<file path="config.mk">
export PLATFORM = sky130hd
export DESIGN_NAME = pitch_depth_pd_thruster_mixer_top
export DESIGN_NICKNAME = d
export VERILOG_FILES = /design/src/hdl/pdm_pkg.sv /design/src/hdl/pdm_front.sv /design/src/hdl/pdm_mult.sv /design/src/hdl/pdm_mix.sv /design/src/hdl/pitch_depth_pd_thruster_mixer_top.sv
export SDC_FILE = /design/constraint.sdc
export NUM_CORES = 2
export LEC_CHECK = 0
export BUFFER_PORTS_ARGS = -buffer_cell sky130_fd_sc_hd__buf_2
export CAP_MARGIN = 20
export CORE_MARGIN = 3
export CORE_UTILIZATION = 60
export DETAILED_ROUTE_END_ITERATION = 8
export HOLD_SLACK_MARGIN = 0.05
export PLACE_DENSITY = 0.88
export SYNTH_ARGS = -nofsm -noshare
export SYNTH_HDL_FRONTEND = slang
export SYNTH_SLANG_ARGS = --single-unit
</file>
<file path="constraint.sdc">
create_clock -name clock -period 13.25 [get_ports clock]
set_input_delay 2.65 -clock clock [delete_from_list [all_inputs] [get_ports clock]]
set_output_delay 2.65 -clock clock [all_outputs]
set_load 0.005 [all_outputs]
</file>
<file path="src/hdl/pdm_pkg.sv">
// ----------------------------------------------------------------------------
// pdm_pkg
// Shared widths, register codes, reset gains and types for the pitch/depth
// vertical thruster mixer.
// ----------------------------------------------------------------------------
package pdm_pkg;

   // field widths
   localparam int ANGLE_W  = 17;
   localparam int DEPTH_W  = 24;
   localparam int ERR_W    = DEPTH_W + 1;
   localparam int PDIFF_W  = ANGLE_W + 1;
   localparam int D1_W     = ERR_W + 1;
   localparam int D2_W     = ERR_W + 2;
   localparam int GAIN_W   = 12;
   localparam int DRIVE_W  = 10;
   localparam int FRAC_W   = 12;

   // product widths (gain carried as a signed value with a zero sign bit)
   localparam int PP_W = GAIN_W + 1 + ANGLE_W;
   localparam int PD_W = GAIN_W + 1 + PDIFF_W;
   localparam int DP_W = GAIN_W + 1 + D1_W;
   localparam int DD_W = GAIN_W + 1 + D2_W;

   // bus widths
   localparam int REQ_DATA_W = 72;
   localparam int RSP_DATA_W = 24;
   localparam int CSR_IDX_W  = 2;

   localparam int DRIVE_LIMIT_DEFAULT = 200;

   localparam logic [GAIN_W-1:0] PITCH_P_RESET = 12'd96;
   localparam logic [GAIN_W-1:0] PITCH_D_RESET = 12'd160;
   localparam logic [GAIN_W-1:0] DEPTH_P_RESET = 12'd304;
   localparam logic [GAIN_W-1:0] DEPTH_D_RESET = 12'd192;

   typedef enum logic [CSR_IDX_W-1:0] {
      CSR_PITCH_P = 2'd0,
      CSR_PITCH_D = 2'd1,
      CSR_DEPTH_P = 2'd2,
      CSR_DEPTH_D = 2'd3
   } pdm_csr_index_type;

   typedef struct packed {
      logic [GAIN_W-1:0] pitch_p;
      logic [GAIN_W-1:0] pitch_d;
      logic [GAIN_W-1:0] depth_p;
      logic [GAIN_W-1:0] depth_d;
   } pdm_gain_type;

   // per-stage load strobes of the pipeline
   typedef struct packed {
      logic s1;
      logic s2;
      logic s3;
      logic s4;
      logic s5;
   } pdm_load_type;

endpackage

</file>
<file path="src/hdl/pdm_front.sv">
// ----------------------------------------------------------------------------
// pdm_front
// Input stage: error history and the pitch/depth differences of one tick.
// ----------------------------------------------------------------------------
module pdm_front (
   input  logic                                  clock,
   input  logic                                  reset,
   input  logic                                  load,
   input  logic signed [pdm_pkg::ANGLE_W-1:0]    pitch_angle,
   input  logic        [pdm_pkg::DEPTH_W-1:0]    depth_measured,
   input  logic        [pdm_pkg::DEPTH_W-1:0]    depth_target,
   output logic signed [pdm_pkg::ANGLE_W-1:0]    angle_ff,
   output logic signed [pdm_pkg::PDIFF_W-1:0]    pdiff_ff,
   output logic signed [pdm_pkg::D1_W-1:0]       d1_ff,
   output logic signed [pdm_pkg::D2_W-1:0]       d2_ff
);
   import pdm_pkg::*;

   logic signed [ANGLE_W-1:0] prev_pitch_ff;
   logic signed [ERR_W-1:0]   err_last_ff;
   logic signed [ERR_W-1:0]   err_before_ff;

   logic signed [ERR_W-1:0]   err_in;
   logic signed [PDIFF_W-1:0] pdiff_in;
   logic signed [D1_W-1:0]    d1_in;
   logic signed [D2_W-1:0]    d2_in;

   always_comb begin
      err_in   = $signed({1'b0, depth_measured}) - $signed({1'b0, depth_target});
      pdiff_in = PDIFF_W'(pitch_angle) - PDIFF_W'(prev_pitch_ff);
      d1_in    = D1_W'(err_in) - D1_W'(err_last_ff);
      // e1 + e3 - 2*e2
      d2_in    = D2_W'(err_in) + D2_W'(err_before_ff) - (D2_W'(err_last_ff) <<< 1);
   end

   always_ff @(posedge clock) begin
      if (reset) begin
         prev_pitch_ff <= '0;
         err_last_ff   <= '0;
         err_before_ff <= '0;
      end else if (load) begin
         prev_pitch_ff <= pitch_angle;
         err_last_ff   <= err_in;
         err_before_ff <= err_last_ff;
      end
   end

   always_ff @(posedge clock) begin
      if (load) begin
         angle_ff <= pitch_angle;
         pdiff_ff <= pdiff_in;
         d1_ff    <= d1_in;
         d2_ff    <= d2_in;
      end
   end

endmodule

</file>
<file path="src/hdl/pdm_mult.sv">
// ----------------------------------------------------------------------------
// pdm_mult
// Gain stage: the four gain products, each registered.
// ----------------------------------------------------------------------------
module pdm_mult (
   input  logic                               clock,
   input  logic                               load,
   input  pdm_pkg::pdm_gain_type              gain,
   input  logic signed [pdm_pkg::ANGLE_W-1:0] angle,
   input  logic signed [pdm_pkg::PDIFF_W-1:0] pdiff,
   input  logic signed [pdm_pkg::D1_W-1:0]    d1,
   input  logic signed [pdm_pkg::D2_W-1:0]    d2,
   output logic signed [pdm_pkg::PP_W-1:0]    pp_ff,
   output logic signed [pdm_pkg::PD_W-1:0]    pd_ff,
   output logic signed [pdm_pkg::DP_W-1:0]    dp_ff,
   output logic signed [pdm_pkg::DD_W-1:0]    dd_ff
);
   import pdm_pkg::*;

   logic signed [PP_W-1:0] pp_in;
   logic signed [PD_W-1:0] pd_in;
   logic signed [DP_W-1:0] dp_in;
   logic signed [DD_W-1:0] dd_in;

   always_comb begin
      pp_in = PP_W'($signed({1'b0, gain.pitch_p}) * angle);
      pd_in = PD_W'($signed({1'b0, gain.pitch_d}) * pdiff);
      dp_in = DP_W'($signed({1'b0, gain.depth_p}) * d1);
      dd_in = DD_W'($signed({1'b0, gain.depth_d}) * d2);
   end

   always_ff @(posedge clock) begin
      if (load) begin
         pp_ff <= pp_in;
         pd_ff <= pd_in;
         dp_ff <= dp_in;
         dd_ff <= dd_in;
      end
   end

endmodule

</file>
<file path="src/hdl/pdm_mix.sv">
// ----------------------------------------------------------------------------
// pdm_mix
// Sum, clamp, depth accumulator, truncation toward zero and thruster mixing.
// ----------------------------------------------------------------------------
module pdm_mix #(
   parameter int DRIVE_LIMIT = pdm_pkg::DRIVE_LIMIT_DEFAULT
) (
   input  logic                               clock,
   input  logic                               reset,
   input  pdm_pkg::pdm_load_type              load,
   input  logic signed [pdm_pkg::PP_W-1:0]    pp,
   input  logic signed [pdm_pkg::PD_W-1:0]    pd,
   input  logic signed [pdm_pkg::DP_W-1:0]    dp,
   input  logic signed [pdm_pkg::DD_W-1:0]    dd,
   output logic signed [pdm_pkg::DRIVE_W-1:0] left_ff,
   output logic signed [pdm_pkg::DRIVE_W-1:0] right_ff
);
   import pdm_pkg::*;

   localparam int LIMIT_Q = DRIVE_LIMIT * (2 ** FRAC_W);
   localparam int ACC_W   = $clog2(LIMIT_Q + 1) + 1;
   localparam int TERM_W  = $clog2(DRIVE_LIMIT + 1) + 1;
   localparam int MIX_W   = TERM_W + 1;
   localparam int SAT_W   = (MIX_W > DRIVE_W) ? MIX_W : DRIVE_W;
   localparam int PSUM_W  = PD_W + 1;
   localparam int INC_W   = DD_W + 1;
   localparam int ASUM_W  = INC_W + 1;

   localparam logic signed [PSUM_W-1:0] P_HI = PSUM_W'(LIMIT_Q);
   localparam logic signed [PSUM_W-1:0] P_LO = -PSUM_W'(LIMIT_Q);
   localparam logic signed [ASUM_W-1:0] A_HI = ASUM_W'(LIMIT_Q);
   localparam logic signed [ASUM_W-1:0] A_LO = -ASUM_W'(LIMIT_Q);
   localparam logic signed [SAT_W-1:0]  S_HI = SAT_W'((2 ** (DRIVE_W - 1)) - 1);
   localparam logic signed [SAT_W-1:0]  S_LO = -SAT_W'(2 ** (DRIVE_W - 1));

   // stage 3
   logic signed [PSUM_W-1:0] psum;
   logic signed [ACC_W-1:0]  pitch_in, pitch_ff;
   logic signed [INC_W-1:0]  inc_in, inc_ff;
   // stage 4
   logic signed [ASUM_W-1:0] asum;
   logic signed [ACC_W-1:0]  accum_in, accum_ff;
   logic        [ACC_W-1:0]  pmag;
   logic signed [TERM_W-1:0] pterm_in, pterm_ff;
   // stage 5
   logic        [ACC_W-1:0]  dmag;
   logic signed [TERM_W-1:0] dterm;
   logic signed [SAT_W-1:0]  left_mix, right_mix;
   logic signed [DRIVE_W-1:0] left_in, right_in;

   always_comb begin
      psum = PSUM_W'(pp) + PSUM_W'(pd);
      if (psum > P_HI)
         pitch_in = ACC_W'(P_HI);
      else if (psum < P_LO)
         pitch_in = ACC_W'(P_LO);
      else
         pitch_in = ACC_W'(psum);
      inc_in = INC_W'(dp) + INC_W'(dd);
   end

   always_comb begin
      asum = ASUM_W'(accum_ff) + ASUM_W'(inc_ff);
      if (asum > A_HI)
         accum_in = ACC_W'(A_HI);
      else if (asum < A_LO)
         accum_in = ACC_W'(A_LO);
      else
         accum_in = ACC_W'(asum);
      // truncate toward zero: drop the fraction of the magnitude
      pmag     = pitch_ff[ACC_W-1] ? ACC_W'(-pitch_ff) : ACC_W'(pitch_ff);
      pterm_in = TERM_W'(pmag >> FRAC_W);
      if (pitch_ff[ACC_W-1])
         pterm_in = -pterm_in;
   end

   // accum_ff is both the loop state and the stage-4 payload
   always_comb begin
      dmag  = accum_ff[ACC_W-1] ? ACC_W'(-accum_ff) : ACC_W'(accum_ff);
      dterm = TERM_W'(dmag >> FRAC_W);
      if (accum_ff[ACC_W-1])
         dterm = -dterm;
      left_mix  = SAT_W'(dterm) - SAT_W'(pterm_ff);
      right_mix = SAT_W'(dterm) + SAT_W'(pterm_ff);
      if (left_mix > S_HI)
         left_in = DRIVE_W'(S_HI);
      else if (left_mix < S_LO)
         left_in = DRIVE_W'(S_LO);
      else
         left_in = DRIVE_W'(left_mix);
      if (right_mix > S_HI)
         right_in = DRIVE_W'(S_HI);
      else if (right_mix < S_LO)
         right_in = DRIVE_W'(S_LO);
      else
         right_in = DRIVE_W'(right_mix);
   end

   always_ff @(posedge clock) begin
      if (load.s3) begin
         pitch_ff <= pitch_in;
         inc_ff   <= inc_in;
      end
      if (load.s4)
         pterm_ff <= pterm_in;
      if (load.s5) begin
         left_ff  <= left_in;
         right_ff <= right_in;
      end
   end

   always_ff @(posedge clock) begin
      if (reset)
         accum_ff <= '0;
      else if (load.s4)
         accum_ff <= accum_in;
   end

endmodule

</file>
<file path="src/hdl/pitch_depth_pd_thruster_mixer_top.sv">
// ----------------------------------------------------------------------------
// pitch_depth_pd_thruster_mixer_top
// Pitch PD and incremental depth PD controller mixed onto two vertical
// thrusters, one result transfer per control tick.
// ----------------------------------------------------------------------------
//  channel   direction  payload
//  req_*     in         pitch_angle, depth_measured, depth_target
//  rsp_*     out        left_vertical_drive, right_vertical_drive
//  csr_*     in         gain writes, index 0..3
//
//  Five-stage pipeline with rsp_tvalid taken from stage five; one transfer
//  per cycle is sustained while rsp_tready is high. The depth accumulator
//  closes its loop within stage four, so ticks follow back to back.
//  Each stage holds when the next one is full and stalled, so bubbles fill.
//  Reset clears the pipeline, error history and accumulator and loads the
//  default gains.
// ----------------------------------------------------------------------------
module pitch_depth_pd_thruster_mixer_top #(
   parameter int DRIVE_LIMIT = pdm_pkg::DRIVE_LIMIT_DEFAULT
) (
   input  logic                               clock,
   input  logic                               reset,
   input  logic                               req_tvalid,
   output logic                               req_tready,
   // [16:0] pitch_angle, [40:17] depth_measured, [64:41] depth_target
   input  logic [pdm_pkg::REQ_DATA_W-1:0]     req_tdata,
   output logic                               rsp_tvalid,
   input  logic                               rsp_tready,
   // [9:0] left_vertical_drive, [19:10] right_vertical_drive
   output logic [pdm_pkg::RSP_DATA_W-1:0]     rsp_tdata,
   input  logic                               csr_we,
   input  logic [pdm_pkg::CSR_IDX_W-1:0]      csr_index,
   input  logic [pdm_pkg::GAIN_W-1:0]         csr_wdata
);
   import pdm_pkg::*;

   pdm_gain_type gain_ff;
   logic [5:1]   valid_ff;
   logic [5:1]   ready;
   logic [4:0]   up_valid;
   pdm_load_type load;

   logic signed [ANGLE_W-1:0] angle;
   logic signed [PDIFF_W-1:0] pdiff;
   logic signed [D1_W-1:0]    d1;
   logic signed [D2_W-1:0]    d2;
   logic signed [PP_W-1:0]    pp;
   logic signed [PD_W-1:0]    pd;
   logic signed [DP_W-1:0]    dp;
   logic signed [DD_W-1:0]    dd;
   logic signed [DRIVE_W-1:0] left_drive, right_drive;

   // gain registers
   always_ff @(posedge clock) begin
      if (reset) begin
         gain_ff.pitch_p <= PITCH_P_RESET;
         gain_ff.pitch_d <= PITCH_D_RESET;
         gain_ff.depth_p <= DEPTH_P_RESET;
         gain_ff.depth_d <= DEPTH_D_RESET;
      end else if (csr_we) begin
         case (pdm_csr_index_type'(csr_index))
            CSR_PITCH_P: gain_ff.pitch_p <= csr_wdata;
            CSR_PITCH_D: gain_ff.pitch_d <= csr_wdata;
            CSR_DEPTH_P: gain_ff.depth_p <= csr_wdata;
            CSR_DEPTH_D: gain_ff.depth_d <= csr_wdata;
            default: ;
         endcase
      end
   end

   // stage handshake: a stage loads when empty or when it drains downstream
   always_comb begin
      up_valid = {valid_ff[4:1], req_tvalid};
      ready[5] = !valid_ff[5] || rsp_tready;
      for (int k = 4; k >= 1; k--)
         ready[k] = !valid_ff[k] || ready[k+1];
      load.s1 = ready[1] && up_valid[0];
      load.s2 = ready[2] && up_valid[1];
      load.s3 = ready[3] && up_valid[2];
      load.s4 = ready[4] && up_valid[3];
      load.s5 = ready[5] && up_valid[4];
   end

   always_ff @(posedge clock) begin
      if (reset)
         valid_ff <= '0;
      else begin
         for (int k = 1; k <= 5; k++)
            if (ready[k])
               valid_ff[k] <= up_valid[k-1];
      end
   end

   assign req_tready = ready[1];
   assign rsp_tvalid = valid_ff[5];
   assign rsp_tdata  = {4'b0, right_drive, left_drive};

   pdm_front u_front (
      .clock          (clock),
      .reset          (reset),
      .load           (load.s1),
      .pitch_angle    ($signed(req_tdata[16:0])),
      .depth_measured (req_tdata[40:17]),
      .depth_target   (req_tdata[64:41]),
      .angle_ff       (angle),
      .pdiff_ff       (pdiff),
      .d1_ff          (d1),
      .d2_ff          (d2)
   );

   pdm_mult u_mult (
      .clock (clock),
      .load  (load.s2),
      .gain  (gain_ff),
      .angle (angle),
      .pdiff (pdiff),
      .d1    (d1),
      .d2    (d2),
      .pp_ff (pp),
      .pd_ff (pd),
      .dp_ff (dp),
      .dd_ff (dd)
   );

   pdm_mix #(
      .DRIVE_LIMIT (DRIVE_LIMIT)
   ) u_mix (
      .clock    (clock),
      .reset    (reset),
      .load     (load),
      .pp       (pp),
      .pd       (pd),
      .dp       (dp),
      .dd       (dd),
      .left_ff  (left_drive),
      .right_ff (right_drive)
   );

endmodule
</file>
==> flow_metrics.tcl <==
set metrics [dict create \
    dr.pass1.iters 6 \
    hold_end "u_front.prev_pitch_ff[13]" \
    r2r_slack_ns 5.40 \
    max-slew-margin-rel_pct 18.73 \
    hold_viol 0 \
    vias 47810 \
    wire_per_inst_um 17.07 \
    synth_top_flop_cell "edfxtp_1" \
    pwr-share-seq_pct 17.5 \
    layout_min_cycle_time_ns 7.886 \
    netlist_instances 7113 \
    grt_pass1_vias 51290 \
    tns_ns 0 \
    crit_type "primary input to flop" \
    globalRouteOverflowTotal 0 \
    holdBufCountCts 0 \
    antenna_found_initial 7 \
    yosysTopAreaCell "fa_1" \
    drv_cap 0 \
    synth_top_area_share_pct 30.58 \
    hold_path.class "flop to flop" \
    final_util_pct 64.00 \
    power.density_nw_per_um2 244.1 \
    syn_to_final_growth_pct 5.217 \
    status "complete, no violations" \
    cp.arrival_ns 8.29 \
    htreeDepth 2 \
    yosysSeqAreaShare_pct 19.23 \
    slew_violations 0 \
    fin_nets 8652 \
    clk_pin_slew_ns 0.09 \
    nFillCells 7939 \
    netSwitchingPower_mw 8.331 \
    required_ns 13.66 \
    routed_via_density 5.643 \
    initial_core_util_pct 60.83 \
    endpoint_kind "flop" \
    placedCellCount 8368 \
    pwr-share-clk_pct 9.5 \
    globalRouteTotalUtil_pct 26.58 \
    grt_max_degree 104 \
    syn_area_per_cell_um2 9.066 \
    yosysWarnings 0 \
    max_clock_freq_mhz 126.8 \
    io_pins 117 \
    cts.repair.resized 0 \
    ir_drop_mv 0.1958 \
    place_congestion 0.9120 \
    worstReg2RegEnd "u_mult.dp_ff[38]" \
    period_share_pct 59.52 \
    rsz0062_at_grt "no" \
    die_w_um 333.8 \
    r2r_start "gain_ff[16]" \
    hpwlAfterDp_mm 116.5 \
    ys_types 83 \
    drive_gt1_share_pct 3.658 \
    synth-async-reset-ratio_pct 0 \
    rows 119 \
    post_cts_buffers 0 \
    swShare_pct 50.30 \
    whs_path_depth 2 \
    p_int_mw 8.232 \
    grt_pass1_wl_mm 244.2 \
    routed_wl_mm 144.6 \
    synth_edf_count 319 \
    hp-start "u_front.prev_pitch_ff[13]" \
    cts_root_buf "clkbuf_16" \
    final_cells 8472 \
    p_leak_nw 33.20 \
    numCtsBuffers 54 \
    drc 0 \
    cp_max_fo 5 \
    skew_ns 0.03238 \
    clockBufferDepth 3 \
    coreArea_um2 106000 \
    die_height_um 333.8 \
    worstRegToRegCells 22 \
    cts.sinks 460 \
    postRouteAntennaNets 0 \
    drt_iter0_markers 3758 \
    tightest_slew_ns 1.217 \
    insertion_delay_ns 0.65 \
    synth_area_leaders "fa_1 (31%), edfxtp_1 (15%), ha_1 (10%)" \
    die_area_um2 111400 \
    cts_tree "done" \
    portBuffers 105 \
    syn-cell-area_um2 64490 \
    synth-seq-cells 460 \
    placed_cell_area_um2 65930 \
    setup_violations 0 \
    startpoint_type "primary input" \
    combPwrFrac_pct 73.0 \
    final_area_um2 67850 \
]
[kinds of logic (layout without fill, tap and decap cells)]
family | count (synthesis) | after routing | share of synthesized area [%]
AOI/OAI and AO/OA | 941 | 941 | 9.209
xor gates and xnor gates | 318 | 318 | 4.319
adders and majority gates | 1526 | 1526 | 41.08
buffers and inverters | 1774 | 1738 | 10.37
DFF | 460 | 460 | 19.23
muxes | 8 | 8 | 0.1358
other | 1 | 5 | 0.005815
and+or+nand+nor | 2085 | 2085 | 15.66
[per-layer routing]
layer	track usage (%)	up-vias	routed length (um)	part of all wire, %
met3	5.789	402	12970	9.0
met2	45.13	1978	69250	48
met4	9.341	2	4663	3.2
li1	-	22040	-	-
met1	33.74	23380	57690	40
met5	0	-	13	0.0090
[flip-flops by register name, summed over array words and instances, names as in the netlist, 17 cells and up]
signal                 flops
u_mix.inc_ff              41
u_front.err_last_ff       25
u_front.angle_ff          17
u_front.d1_ff             26
u_front.d2_ff             27
u_front.prev_pitch_ff     17
u_mix.pitch_ff            21
u_mult.dp_ff              39
u_mult.pd_ff              31
u_mix.accum_ff            21
u_front.err_before_ff     25
u_mult.dd_ff              40
gain_ff                   48
u_mult.pp_ff              30
u_front.pdiff_ff          18
[Yosys cell counts, drive strengths merged, types with 16 or more instances]
cell / instances
o21bai: 49
nand2b: 46
nor2: 226
xnor2: 230
a21boi: 26
a22o: 16
nand2: 932
or2: 16
a211oi: 26
xor2: 88
a21o: 115
clkbuf: 249
nor2b: 55
inv: 1510
fa: 985
a31oi: 34
a21oi: 360
nor3: 68
nand3: 68
and3: 35
or3: 20
nand3b: 17
dfxtp: 141
o21ai: 148
and2: 513
edfxtp: 319
ha: 541
nand4: 26
nor4: 23
o21a: 47
[how the worst max path moves through the flow]
| stage | from | to | slack [ns] | cells after the start |
|---|---|---|---|---|
| after floorplan | rsp_tready | u_mult.dd_ff[0] | 2.80 | 2 |
| after global placement | req_tdata[17] | u_front.d2_ff[26] | 4.77 | 26 |
| after detailed placement | req_tdata[17] | u_front.d2_ff[26] | 4.73 | 26 |
| after CTS | req_tdata[17] | u_front.d2_ff[26] | 5.39 | 26 |
| after global routing | req_tdata[17] | u_front.d2_ff[26] | 4.92 | 26 |
| final | req_tdata[17] | u_front.d2_ff[26] | 5.36 | 26 |
[critical path: stages]
cell and delay, ns:
buf_2 0.10, inv_1 0.04, ha_1 0.16, inv_1 0.06, fa_1 0.41, a21o_1 0.17
a21oi_1 0.27, o21ai_0 0.13, a21o_1 0.19, a21oi_1 0.31, o21bai_1 0.11, a21oi_1 0.19
xnor2_1 0.22, fa_1 0.48, ha_1 0.37, a21o_1 0.18, a21o_1 0.21, or3_1 0.32
o211a_1 0.23, o21a_1 0.19, o21a_1 0.21, a31o_2 0.26, a21oi_1 0.18, o21ai_0 0.17
o41a_1 0.35, xnor2_1 0.13
[cells in the final DEF (no fill, tap or decap), types with 57 or more instances in the layout]
master,count
fa_1,985
dfxtp_1,141
ha_1,541
and2_1,513
edfxtp_1,319
xnor2_1,230
nand3_1,68
xor2_1,88
a21o_1,115
buf_2,105
nand2_1,931
inv_1,1509
nor2_1,226
clkbuf_16,57
nor3_1,67
a21oi_1,360
o21ai_0,143
[power by group through the flow]
stage | clock network (mW) | logic, mW | registers [mW]
4_1_cts | 1.60 | 11.9 | 2.87
5_1_grt | 1.66 | 13.7 | 2.93
3_5_place_dp | 0 | 11.8 | 2.90
3_3_place_gp | 0 | 11.3 | 2.88
2_1_floorplan | 0 | 9.12 | 2.56
6_report | 1.58 | 12.1 | 2.89
[through the flow]
stage / setup slack (ns) / hold WS, ns / total power [mW]
global route: 4.917 / 0.4711 / 18.25
floorplan: 2.805 / 0.4319 / 11.67
global placement: 4.774 / 0.4380 / 14.14
finish: 5.364 / 0.4534 / 16.56
CTS: 5.394 / 0.4557 / 16.40
detailed placement: 4.730 / 0.4469 / 14.69
[cell type report]
cell class / count / area [um2] / area share [%]
Multi-Input combinational cell: 4882 / 45440 / 66.97
Clock buffer: 65 / 1476 / 2.176
Timing Repair Buffer: 127 / 710.7 / 1.047
Clock inverter: 36 / 409.1 / 0.6030
Tap cell: 1391 / 1740 / 2.565
Antenna cell: 1 / 2.502 / 0.003688
Sequential cell: 460 / 12400 / 18.28
Inverter: 1510 / 5670 / 8.357
(Power assumes the default switching activity.)
